<file path="src/hdl/gsdc_pkg.sv">
package gsdc_pkg;

    localparam int PADS_DEF = 4;
    localparam int AXES     = 6;
    localparam int CFG_IW   = 3;
    localparam int CFG_DW   = 16;
    localparam int DZ_W     = 14;
    localparam int TH_W     = 16;
    localparam int AX_W     = 17;
    localparam int IN_W     = 96;
    localparam int OUT_W    = 128;

    localparam logic [CFG_IW-1:0] REG_DZ0 = 3'd0;
    localparam logic [CFG_IW-1:0] REG_DZ1 = 3'd1;
    localparam logic [CFG_IW-1:0] REG_DZ2 = 3'd2;
    localparam logic [CFG_IW-1:0] REG_DZ3 = 3'd3;
    localparam logic [CFG_IW-1:0] REG_THR = 3'd4;

    localparam logic [DZ_W-1:0] DZ_RESET  = 14'd3277;
    localparam logic [TH_W-1:0] THR_RESET = 16'd4915;

    typedef struct packed {
        logic [1:0]         pad;
        logic               known;
        logic [DZ_W-1:0]    dz;
        logic signed [15:0] lx;
        logic signed [15:0] ly;
        logic signed [15:0] rx;
        logic signed [15:0] ry;
        logic [14:0]        lt;
        logic [14:0]        rt;
    } t_item;

    typedef struct packed {
        logic [9:0]                 flags;
        logic [AXES-1:0][AX_W-1:0]  ax;
    } t_row;

    function automatic logic [15:0] abs16(input logic signed [15:0] v);
        return v[15] ? 16'(-v) : 16'(v);
    endfunction

endpackage

</file>
<file path="src/hdl/gsdc_front.sv">
module gsdc_front #(
    parameter int PADS = gsdc_pkg::PADS_DEF
) (
    input  logic                                       i_clk,
    input  logic                                       i_rst_n,
    input  logic                                       i_valid,
    output logic                                       o_ready,
    input  logic [gsdc_pkg::IN_W-1:0]                  i_data,
    input  logic [3:0][gsdc_pkg::DZ_W-1:0]             i_dz,
    output logic                                       o_valid,
    output gsdc_pkg::t_item                            o_item,
    input  logic                                       i_pop
);
    import gsdc_pkg::*;

    t_item      r_q [2];
    logic       r_wp, r_rp;
    logic [1:0] r_cnt;
    t_item      w_item;
    logic       w_push;

    always_comb begin
        w_item.pad   = i_data[1:0];
        w_item.known = (int'(i_data[1:0]) < PADS);
        w_item.dz    = i_dz[i_data[1:0]];
        w_item.lx    = i_data[17:2];
        w_item.ly    = i_data[33:18];
        w_item.rx    = i_data[49:34];
        w_item.ry    = i_data[65:50];
        w_item.lt    = i_data[80:66];
        w_item.rt    = i_data[95:81];
    end

    assign o_ready = (r_cnt != 2'd2);
    assign w_push  = i_valid && o_ready;
    assign o_valid = (r_cnt != 2'd0);
    assign o_item  = r_q[r_rp];

    always_ff @(posedge i_clk) begin
        if (w_push) begin
            r_q[r_wp] <= w_item;
        end
    end

    always_ff @(posedge i_clk) begin
        if (!i_rst_n) begin
            r_wp  <= 1'b0;
            r_rp  <= 1'b0;
            r_cnt <= 2'd0;
        end else begin
            if (w_push) begin
                r_wp <= ~r_wp;
            end
            if (i_pop) begin
                r_rp <= ~r_rp;
            end
            r_cnt <= 2'(r_cnt + {1'b0, w_push} - {1'b0, i_pop});
        end
    end

endmodule

</file>
<file path="src/hdl/gsdc_core.sv">
module gsdc_core #(
    parameter int PADS = gsdc_pkg::PADS_DEF
) (
    input  logic                          i_clk,
    input  logic                          i_rst_n,
    input  logic                          i_valid,
    input  gsdc_pkg::t_item               i_item,
    output logic                          o_pop,
    input  logic [gsdc_pkg::TH_W-1:0]     i_thr,
    output logic                          o_valid,
    input  logic                          i_ready,
    output logic [gsdc_pkg::OUT_W-1:0]    o_data
);
    import gsdc_pkg::*;

    localparam int PAD_AW = (PADS > 1) ? $clog2(PADS) : 1;

    typedef enum logic [10:0] {
        ST_IDLE = 11'b000_0000_0001,
        ST_RD   = 11'b000_0000_0010,
        ST_SQA  = 11'b000_0000_0100,
        ST_SQB  = 11'b000_0000_1000,
        ST_ROOT = 11'b000_0001_0000,
        ST_CHK  = 11'b000_0010_0000,
        ST_MULN = 11'b000_0100_0000,
        ST_MULD = 11'b000_1000_0000,
        ST_TRG  = 11'b001_0000_0000,
        ST_DIV  = 11'b010_0000_0000,
        ST_FIN  = 11'b100_0000_0000
    } t_state;

    t_state                     r_st, n_st, w_after;
    t_item                      r_item;
    logic [2:0]                 r_job, w_jnx;
    logic [31:0]                r_acc, r_root, r_bit, r_num;
    logic [15:0]                r_m;
    logic [4:0]                 r_cnt;
    logic [48:0]                r_rem, r_dsh;
    logic [17:0]                r_q;
    logic [AXES-1:0][AX_W-1:0]  r_ax;
    t_row                       r_mem [PADS];
    t_row                       r_rd;
    logic                       r_rdv;
    logic [PADS-1:0]            r_valid;
    logic                       r_ov;
    logic [OUT_W-1:0]           r_od;

    logic [3:0]                 w_pad4;
    logic [PAD_AW-1:0]          w_addr;
    logic [15:0]                w_ma, w_mb;
    logic [31:0]                w_prod;
    logic signed [15:0]         w_x, w_y, w_c;
    logic [15:0]                w_dm;
    logic [30:0]                w_tden;
    logic [29:0]                w_tnum;
    logic [28:0]                w_tsub;
    logic [31:0]                w_rsum;
    logic                       w_ge;
    logic [17:0]                w_qn;
    logic [AX_W-1:0]            w_res;
    logic                       w_free;
    logic [9:0]                 w_flags, w_rises;
    logic [5:0]                 w_chg;
    t_row                       w_prev;
    logic signed [17:0]         w_t, w_s [AXES];

    assign w_pad4 = {2'b00, r_item.pad};
    assign w_addr = w_pad4[PAD_AW-1:0];
    assign w_x    = r_job[1] ? r_item.rx : r_item.lx;
    assign w_y    = r_job[1] ? r_item.ry : r_item.ly;
    assign w_c    = r_job[0] ? w_y : w_x;
    assign w_dm   = 16'(17'd32768 - {3'b000, r_item.dz});
    assign w_rsum = r_root + r_bit;
    assign w_ge   = (r_rem >= r_dsh);
    assign w_qn   = {r_q[16:0], w_ge};
    assign w_free = !r_ov || i_ready;
    assign w_tnum = {(r_job[0] ? r_item.rt : r_item.lt), 15'b0};
    assign w_tsub = 29'({r_item.dz, 15'b0}) - 29'(r_item.dz);
    assign w_tden = 31'({w_dm, 15'b0}) - 31'(w_dm);

    always_comb begin
        w_ma = w_x;
        w_mb = w_x;
        case (r_st)
            ST_SQA: begin
                w_ma = abs16(w_x);
                w_mb = abs16(w_x);
            end
            ST_SQB: begin
                w_ma = abs16(w_y);
                w_mb = abs16(w_y);
            end
            ST_MULN: begin
                w_ma = abs16(w_c);
                w_mb = 16'(r_m - {2'b00, r_item.dz});
            end
            ST_MULD: begin
                w_ma = r_m;
                w_mb = w_dm;
            end
            default: begin
                w_ma = 16'd0;
                w_mb = 16'd0;
            end
        endcase
    end
    assign w_prod = w_ma * w_mb;

    always_comb begin
        if (r_job[2]) begin
            w_res = (w_qn > 18'd32768) ? 17'd32768 : w_qn[16:0];
        end else if (w_c[15]) begin
            w_res = (w_qn > 18'd65536) ? 17'h10000 : 17'(-w_qn);
        end else begin
            w_res = (w_qn > 18'd65535) ? 17'h0FFFF : w_qn[16:0];
        end
    end

    always_comb begin
        w_jnx = (r_st == ST_CHK) ? 3'(r_job + 3'd2) : 3'(r_job + 3'd1);
        case (w_jnx)
            3'd1, 3'd3: w_after = ST_MULN;
            3'd2:       w_after = ST_SQA;
            3'd4, 3'd5: w_after = ST_TRG;
            default:    w_after = ST_FIN;
        endcase
    end

    always_comb begin
        w_t = 18'({2'b00, i_thr});
        for (int i = 0; i < AXES; i++) begin
            w_s[i] = 18'(signed'(r_ax[i]));
        end
        w_flags[0] = w_s[1] < -w_t;
        w_flags[1] = w_s[1] > w_t;
        w_flags[2] = w_s[0] < -w_t;
        w_flags[3] = w_s[0] > w_t;
        w_flags[4] = w_s[3] < -w_t;
        w_flags[5] = w_s[3] > w_t;
        w_flags[6] = w_s[2] < -w_t;
        w_flags[7] = w_s[2] > w_t;
        w_flags[8] = w_s[4] > w_t;
        w_flags[9] = w_s[5] > w_t;
        w_prev = r_rdv ? r_rd : '0;
        w_rises = r_item.known ? (w_flags & ~w_prev.flags) : 10'd0;
        for (int i = 0; i < AXES; i++) begin
            w_chg[i] = r_item.known && (r_ax[i] != w_prev.ax[i]);
        end
    end

    always_comb begin
        n_st = r_st;
        case (r_st)
            ST_IDLE: if (i_valid) n_st = ST_RD;
            ST_RD:   n_st = ST_SQA;
            ST_SQA:  n_st = ST_SQB;
            ST_SQB:  n_st = ST_ROOT;
            ST_ROOT: if (r_cnt == 5'd15) n_st = ST_CHK;
            ST_CHK: begin
                if (r_root[15:0] == 16'd0 || r_root[15:0] < {2'b00, r_item.dz}) begin
                    n_st = w_after;
                end else begin
                    n_st = ST_MULN;
                end
            end
            ST_MULN: n_st = ST_MULD;
            ST_MULD: n_st = ST_DIV;
            ST_TRG:  n_st = (w_tnum <= 30'(w_tsub)) ? w_after : ST_DIV;
            ST_DIV:  if (r_cnt == 5'd17) n_st = w_after;
            ST_FIN:  if (w_free) n_st = ST_IDLE;
            default: n_st = ST_IDLE;
        endcase
    end

    assign o_pop = (r_st == ST_IDLE) && i_valid;

    always_ff @(posedge i_clk) begin
        case (r_st)
            ST_IDLE: begin
                r_item <= i_item;
                r_job  <= 3'd0;
            end
            ST_RD: begin
                r_rd  <= r_mem[w_addr];
                r_rdv <= r_item.known && r_valid[w_addr];
            end
            ST_SQA: r_acc <= w_prod;
            ST_SQB: begin
                r_acc  <= r_acc + w_prod;
                r_root <= 32'd0;
                r_bit  <= 32'h4000_0000;
                r_cnt  <= 5'd0;
            end
            ST_ROOT: begin
                if (r_acc >= w_rsum) begin
                    r_acc  <= r_acc - w_rsum;
                    r_root <= (r_root >> 1) + r_bit;
                end else begin
                    r_root <= r_root >> 1;
                end
                r_bit <= r_bit >> 2;
                r_cnt <= 5'(r_cnt + 5'd1);
            end
            ST_CHK: begin
                r_m <= r_root[15:0];
                if (r_root[15:0] == 16'd0 || r_root[15:0] < {2'b00, r_item.dz}) begin
                    r_ax[{1'b0, r_job[1], 1'b0}] <= '0;
                    r_ax[{1'b0, r_job[1], 1'b1}] <= '0;
                    r_job <= w_jnx;
                end
            end
            ST_MULN: r_num <= w_prod;
            ST_MULD: begin
                r_rem <= 49'({r_num, 15'b0}) + 49'(w_prod >> 1);
                r_dsh <= 49'({w_prod, 17'b0});
                r_q   <= 18'd0;
                r_cnt <= 5'd0;
            end
            ST_TRG: begin
                if (w_tnum <= 30'(w_tsub)) begin
                    r_ax[r_job] <= '0;
                    r_job <= w_jnx;
                end
                r_rem <= 49'({30'(w_tnum - 30'(w_tsub)), 15'b0}) + 49'(w_tden >> 1);
                r_dsh <= 49'({w_tden, 17'b0});
                r_q   <= 18'd0;
                r_cnt <= 5'd0;
            end
            ST_DIV: begin
                if (w_ge) begin
                    r_rem <= r_rem - r_dsh;
                end
                r_dsh <= r_dsh >> 1;
                r_q   <= w_qn;
                r_cnt <= 5'(r_cnt + 5'd1);
                if (r_cnt == 5'd17) begin
                    r_ax[r_job] <= w_res;
                    r_job <= w_jnx;
                end
            end
            ST_FIN: begin
                if (w_free) begin
                    r_od <= {w_chg, w_rises, w_flags, r_ax[5][15:0], r_ax[4][15:0],
                             r_ax[3], r_ax[2], r_ax[1], r_ax[0], r_item.pad};
                    if (r_item.known) begin
                        r_mem[w_addr] <= {w_flags, r_ax};
                    end
                end
            end
            default: r_job <= r_job;
        endcase
    end

    always_ff @(posedge i_clk) begin
        if (!i_rst_n) begin
            r_st    <= ST_IDLE;
            r_ov    <= 1'b0;
            r_valid <= '0;
        end else begin
            r_st <= n_st;
            if (r_st == ST_FIN && w_free) begin
                r_ov <= 1'b1;
                if (r_item.known) begin
                    r_valid[w_addr] <= 1'b1;
                end
            end else if (i_ready) begin
                r_ov <= 1'b0;
            end
        end
    end

    assign o_valid = r_ov;
    assign o_data  = r_od;

`ifndef SYNTHESIS
    a_fin_loads: assert property (@(posedge i_clk) disable iff (!i_rst_n)
        (r_st == ST_FIN && w_free) |=> r_ov) else $error("result not loaded");
    a_root_range: assert property (@(posedge i_clk) disable iff (!i_rst_n)
        (r_st == ST_CHK) |-> (r_root <= 32'd46341)) else $error("root out of range");
    a_job_start: assert property (@(posedge i_clk) disable iff (!i_rst_n)
        (r_st == ST_RD) |-> (r_job == 3'd0)) else $error("job not cleared");
    a_div_count: assert property (@(posedge i_clk) disable iff (!i_rst_n)
        (r_st == ST_DIV) |-> (r_cnt <= 5'd17)) else $error("divider overrun");
`endif

endmodule

</file>
<file path="src/hdl/gamepad_stick_deadzone_conditioner.sv">
// Channel    Direction  Handshake                       Payload
// s_axis     in         i_s_axis_tvalid/o_s_axis_tready  one polled pad frame
// m_axis     out        o_m_axis_tvalid/i_m_axis_tready  conditioned frame
// cfg        in         i_cfg_valid/o_cfg_ready          register index, data
//
// The time one item takes is set by the 16-step square root per
// stick and the 18-step divider per axis; sticks inside the dead zone and
// released triggers skip their divides. A two-entry queue takes items while
// the core works; a result waits in its output register without blocking the
// core until the next result is ready. Synchronous active-low reset.
module gamepad_stick_deadzone_conditioner #(
    parameter int PADS = gsdc_pkg::PADS_DEF
) (
    input  logic                          i_clk,
    input  logic                          i_rst_n,
    input  logic                          i_s_axis_tvalid,
    output logic                          o_s_axis_tready,
    // pad_index, left_x_in, left_y_in, right_x_in, right_y_in,
    // left_trigger_in, right_trigger_in
    input  logic [gsdc_pkg::IN_W-1:0]     i_s_axis_tdata,
    output logic                          o_m_axis_tvalid,
    input  logic                          i_m_axis_tready,
    // pad_out, left_x_out, left_y_out, right_x_out, right_y_out,
    // left_trigger_out, right_trigger_out, direction_flags,
    // direction_rises, axes_changed
    output logic [gsdc_pkg::OUT_W-1:0]    o_m_axis_tdata,
    input  logic                          i_cfg_valid,
    output logic                          o_cfg_ready,
    input  logic [gsdc_pkg::CFG_IW-1:0]   i_cfg_index,
    input  logic [gsdc_pkg::CFG_DW-1:0]   i_cfg_data
);
    import gsdc_pkg::*;

    logic [3:0][DZ_W-1:0] r_dz;
    logic [TH_W-1:0]      r_thr;
    logic                 w_qv, w_pop;
    t_item                w_item;

    assign o_cfg_ready = 1'b1;

    always_ff @(posedge i_clk) begin
        if (!i_rst_n) begin
            r_dz  <= {4{DZ_RESET}};
            r_thr <= THR_RESET;
        end else if (i_cfg_valid) begin
            case (i_cfg_index)
                REG_DZ0: r_dz[0] <= i_cfg_data[DZ_W-1:0];
                REG_DZ1: r_dz[1] <= i_cfg_data[DZ_W-1:0];
                REG_DZ2: r_dz[2] <= i_cfg_data[DZ_W-1:0];
                REG_DZ3: r_dz[3] <= i_cfg_data[DZ_W-1:0];
                REG_THR: r_thr   <= i_cfg_data[TH_W-1:0];
                default: r_thr   <= r_thr;
            endcase
        end
    end

    gsdc_front #(.PADS(PADS)) u_front (
        .i_clk   (i_clk),
        .i_rst_n (i_rst_n),
        .i_valid (i_s_axis_tvalid),
        .o_ready (o_s_axis_tready),
        .i_data  (i_s_axis_tdata),
        .i_dz    (r_dz),
        .o_valid (w_qv),
        .o_item  (w_item),
        .i_pop   (w_pop)
    );

    gsdc_core #(.PADS(PADS)) u_core (
        .i_clk   (i_clk),
        .i_rst_n (i_rst_n),
        .i_valid (w_qv),
        .i_item  (w_item),
        .o_pop   (w_pop),
        .i_thr   (r_thr),
        .o_valid (o_m_axis_tvalid),
        .i_ready (i_m_axis_tready),
        .o_data  (o_m_axis_tdata)
    );

endmodule

</file>
<file path="config.mk">
export PLATFORM = sky130hd
export DESIGN_NAME = gamepad_stick_deadzone_conditioner
export DESIGN_NICKNAME = d
export VERILOG_FILES = /design/src/hdl/gsdc_pkg.sv /design/src/hdl/gsdc_front.sv /design/src/hdl/gsdc_core.sv /design/src/hdl/gamepad_stick_deadzone_conditioner.sv
export SDC_FILE = /design/constraint.sdc
export NUM_CORES = 2
export LEC_CHECK = 0
export BUFFER_PORTS_ARGS = -buffer_cell sky130_fd_sc_hd__buf_2
export CELL_PAD_IN_SITES_DETAIL_PLACEMENT = 0
export CELL_PAD_IN_SITES_GLOBAL_PLACEMENT = 2
export CORE_MARGIN = 2
export CORE_UTILIZATION = 46
export CTS_CLUSTER_DIAMETER = 120
export DETAILED_ROUTE_END_ITERATION = 10
export PLACE_DENSITY = 0.95
export SETUP_SLACK_MARGIN = 0.02
export SYNTH_ARGS = -nofsm -noshare
export SYNTH_HDL_FRONTEND = slang
export SYNTH_SLANG_ARGS = --single-unit
</file>
<file path="constraint.sdc">
create_clock -name i_clk -period 38 [get_ports i_clk]
set_input_delay 3.8 -clock i_clk [delete_from_list [all_inputs] [get_ports i_clk]]
set_output_delay 3.8 -clock i_clk [all_outputs]
set_load 0.01 [all_outputs]
</file>
==> flow_summary_export.csv <==
group,metric,value,unit
run_status,status,"finished clean",
synthesis,post_synth_inst_count,6805,
synthesis,synth-main-ff-cell,"edfxtp_1",
finish,syn_to_final_growth,11.4,%
drt,drt_wl_total,240,mm
power,p_leak,35.1,nW
grt,grt_overflow,0,
finish,fill_cells,15100,
clocking,numClockSinks,1464,
sta,fin_tns_setup,0,ps
sta,final_hold_viol_count,0,
finish,nets,7908,
setup_path,required,38490,ps
clocking,cts_buffers,154,
drt,avgViaCountPerCell,5.93,
drt,drt_first_pass_iters,6,
placement,gp_congestion,0.920,
clocking,clock_latency,840,ps
synthesis,synth_seq_cells,1464,
drt,vias,56700,
placement,portBuffers,249,
hold_path,hp-class,"reg2reg",
clocking,post_cts_buffers,0,
sta,post-route-period-util,33.8,%
setup_path,critPathMaxFanout,64,
setup_path,cpMostUsedCell,"fa_1",
synthesis,yosysTopAreaCell,"edfxtp_1",
synthesis,ys_warn_count,0,
sta,clock.fmax,77.8,MHz
synthesis,yosysMostFrequentCell,"edfxtp_1",
clocking,clockBufferDepth,3,
grt,grt_max_degree,79,
setup_path,critPathLaunchType,"register",
grt,grt_use_total,26.2,%
placement,dp_hpwl,172,mm
floorplan,num_rows,154,
synthesis,async_flop_share,0,%
setup_path,slowest_delay,960,ps
synthesis,avgSynthCellArea,12.0,um^2
drt,wl_per_cell,25.1,um
drt,detail-route-antenna-nets,0,
synthesis,synth.top_cell.area_share,50.3,%
setup_path,worstPathArrival,13340,ps
synthesis,syn-cell-area,81900,um^2
floorplan,die_y,426,um
hold_path,min_path_cells,2,
floorplan,initial_core_util,46.4,%
grt,grt_pass1_vias,55900,
setup_path,endpoint_kind,"register",
synthesis,synth_commonest_cells,"edfxtp_1 (1372), nand2_1 (663), ha_1 (503), nor2_1 (464)",
job,maxCapViolCount,0,
setup_path,ff2ff_path_depth,43,
drt,drc,0,
sta,drv_slew,0,
sta,worst_slew_pin_slew,1330,ps
clocking,ctsHtreeMaxLevel,4,
power,peakVddDrop,62.5,uV
synthesis,yosysSeqAreaShare,52.6,%
sta,finClkSkew,73.2,ps
clocking,cts_hold_buf,0,
sta,rsz0062_at_grt,"false",
power,power_density,53.2,nW/um^2
sta,finalSetupViolCount,0,
clocking,cts_tree,"done",
floorplan,dieArea,181000,um^2
grt,grt_pass1_wl,356,mm
synthesis,synth_nets,7628,
synthesis,synth_edf_count,1372,
placement,place_inst,9268,
setup_path,setup.worst_path.class,"reg2reg",
clocking,cts_root_buffer,"clkbuf_16",
floorplan,core_area,176000,um^2
setup_path,critPathSlowestCell,"o31ai_1",
finish,finalNonFillerCells,9562,
clocking,clk_pin_slew,70,ps
synthesis,synthTopCellsByArea,"edfxtp_1 (50%), ha_1 (7.7%), fa_1 (4.9%), mux4_2 (3.5%), nand2_1 (3.0%)",
synthesis,yosysUniqueCellTypes,96,
floorplan,ios,251,
floorplan,die_w,426,um
finish,drive_gt1_share,12.9,%
clocking,postCtsResizedCells,0,
grt,antenna_found_initial,12,
sta,fin_crit,12850,ps
drt,drt-initial-drc-count,5121,
sta,slew_headroom,10.9,%
[layout make-up]
cell class | instances | area, um^2 | share of cell area [%]
clock buffers | 191 | 4040 | 4.43
flip-flops and latches | 1464 | 43000 | 47.2
inverters | 420 | 1580 | 1.73
multi-input cells | 4679 | 36500 | 40.0
diodes | 8 | 20.0 | 0.0219
clock inverters | 94 | 1020 | 1.12
repair buffers | 366 | 2120 | 2.33
well taps | 2340 | 2930 | 3.21
[report_power, final]
group | internal (mW) | leakage (nW) | switching, mW
Sequential | 1.91 | 13.5 | 0.0660
Combinational | 0.486 | 19.1 | 0.887
Clock | 0.843 | 2.45 | 0.658
Total | 3.24 | 35.1 | 1.61
[routing by layer]
layer | track usage (%) | wire length, um | vias up | part of all wire, %
li1 | - | - | 25700 | -
met3 | 3.84 | 15800 | 511 | 6.6
met2 | 43.8 | 117000 | 2196 | 49
met5 | 0 | 13 | - | 0.0054
met4 | 12.7 | 12200 | 2 | 5.1
met1 | 33.6 | 95400 | 28200 | 40
[placed cells by master (no fill, tap or decap), types with 78 or more instances in the layout]
| cell | synthesis | routed |
|---|---|---|
| a21o_1 | 114 | 114 |
| a21oi_1 | 306 | 305 |
| a22oi_1 | 110 | 110 |
| buf_2 | 9 | 249 |
| buf_4 | 2 | 117 |
| clkbuf_16 | 0 | 155 |
| dfxtp_1 | 92 | 91 |
| edfxtp_1 | 1372 | 1372 |
| fa_1 | 200 | 200 |
| ha_1 | 503 | 503 |
| inv_1 | 417 | 416 |
| mux2_2 | 136 | 136 |
| mux4_2 | 127 | 127 |
| nand2_1 | 663 | 662 |
| nand3_1 | 172 | 172 |
| nor2_1 | 464 | 458 |
| nor2b_1 | 79 | 78 |
| nor3_1 | 85 | 85 |
| o21a_1 | 82 | 82 |
| o21ai_0 | 417 | 415 |
| xnor2_1 | 237 | 237 |
| xor2_1 | 147 | 147 |
[critical path, delay by kind of cell, from the launching register on]
| kind | cells | cell delay (ps) |
|---|---|---|
| xor gates and xnor gates | 3 | 450 |
| and+or+nand+nor | 7 | 1280 |
| buffers and inverters | 6 | 1360 |
| AOI/OAI and AO/OA | 19 | 5090 |
| adders and majority gates | 8 | 3880 |
| DFF | 1 | 380 |
[sequential cells by signal, indices dropped and copies added, names as in the netlist, 49 cells and up]
name / flops
r_dz: 56
u_core.r_rd: 112
u_core.r_mem: 448
u_core.r_rem: 49
u_core.r_item: 108
u_front.r_q: 220
u_core.r_ax: 102
u_core.o_data: 128
u_core.r_dsh: 49
[per-stage QoR]
step | instance area, um^2 | setup slack, ps | power (mW) | hold slack, ps | util, %
after floorplan | 81900 | 20140 | 2.91 | 424 | -
after global placement | 86100 | 25440 | 3.35 | 440 | 48.8
after detailed placement | 86100 | 25320 | 3.37 | 445 | 48.8
after CTS | 91200 | 25270 | 4.86 | 453 | 51.7
after global routing | 91200 | 24290 | 5.03 | 473 | 51.7
final | 91200 | 25150 | 4.85 | 453 | 51.7
[final timing paths]
kind | end | slack [ps] | start
worst min register to register | r_dz[37] | 450 | r_dz[37]
worst max register to register | u_core.r_rem[34] | 25150 | u_core.r_job[1]
worst max-delay path | u_core.r_rem[34] | 25150 | u_core.r_job[1]
worst min-delay path | r_dz[37] | 450 | r_dz[37]
[logic make-up (layout without fill, tap and decap cells)]
kind of cell,Yosys count,in the layout,share of synthesized area [%]
other,1,9,0.00458
flip-flops,1464,1464,52.6
adder cells (fa/ha/maj),703,703,12.6
AND/OR/NAND/NOR,1843,1843,10.5
multiplexers,299,299,5.80
XOR/XNOR,386,386,4.15
AO/OA/AOI/OAI,1447,1447,11.3
buffers and inverters,662,1071,3.08
Note: power is estimated with default switching activity, not from simulation.
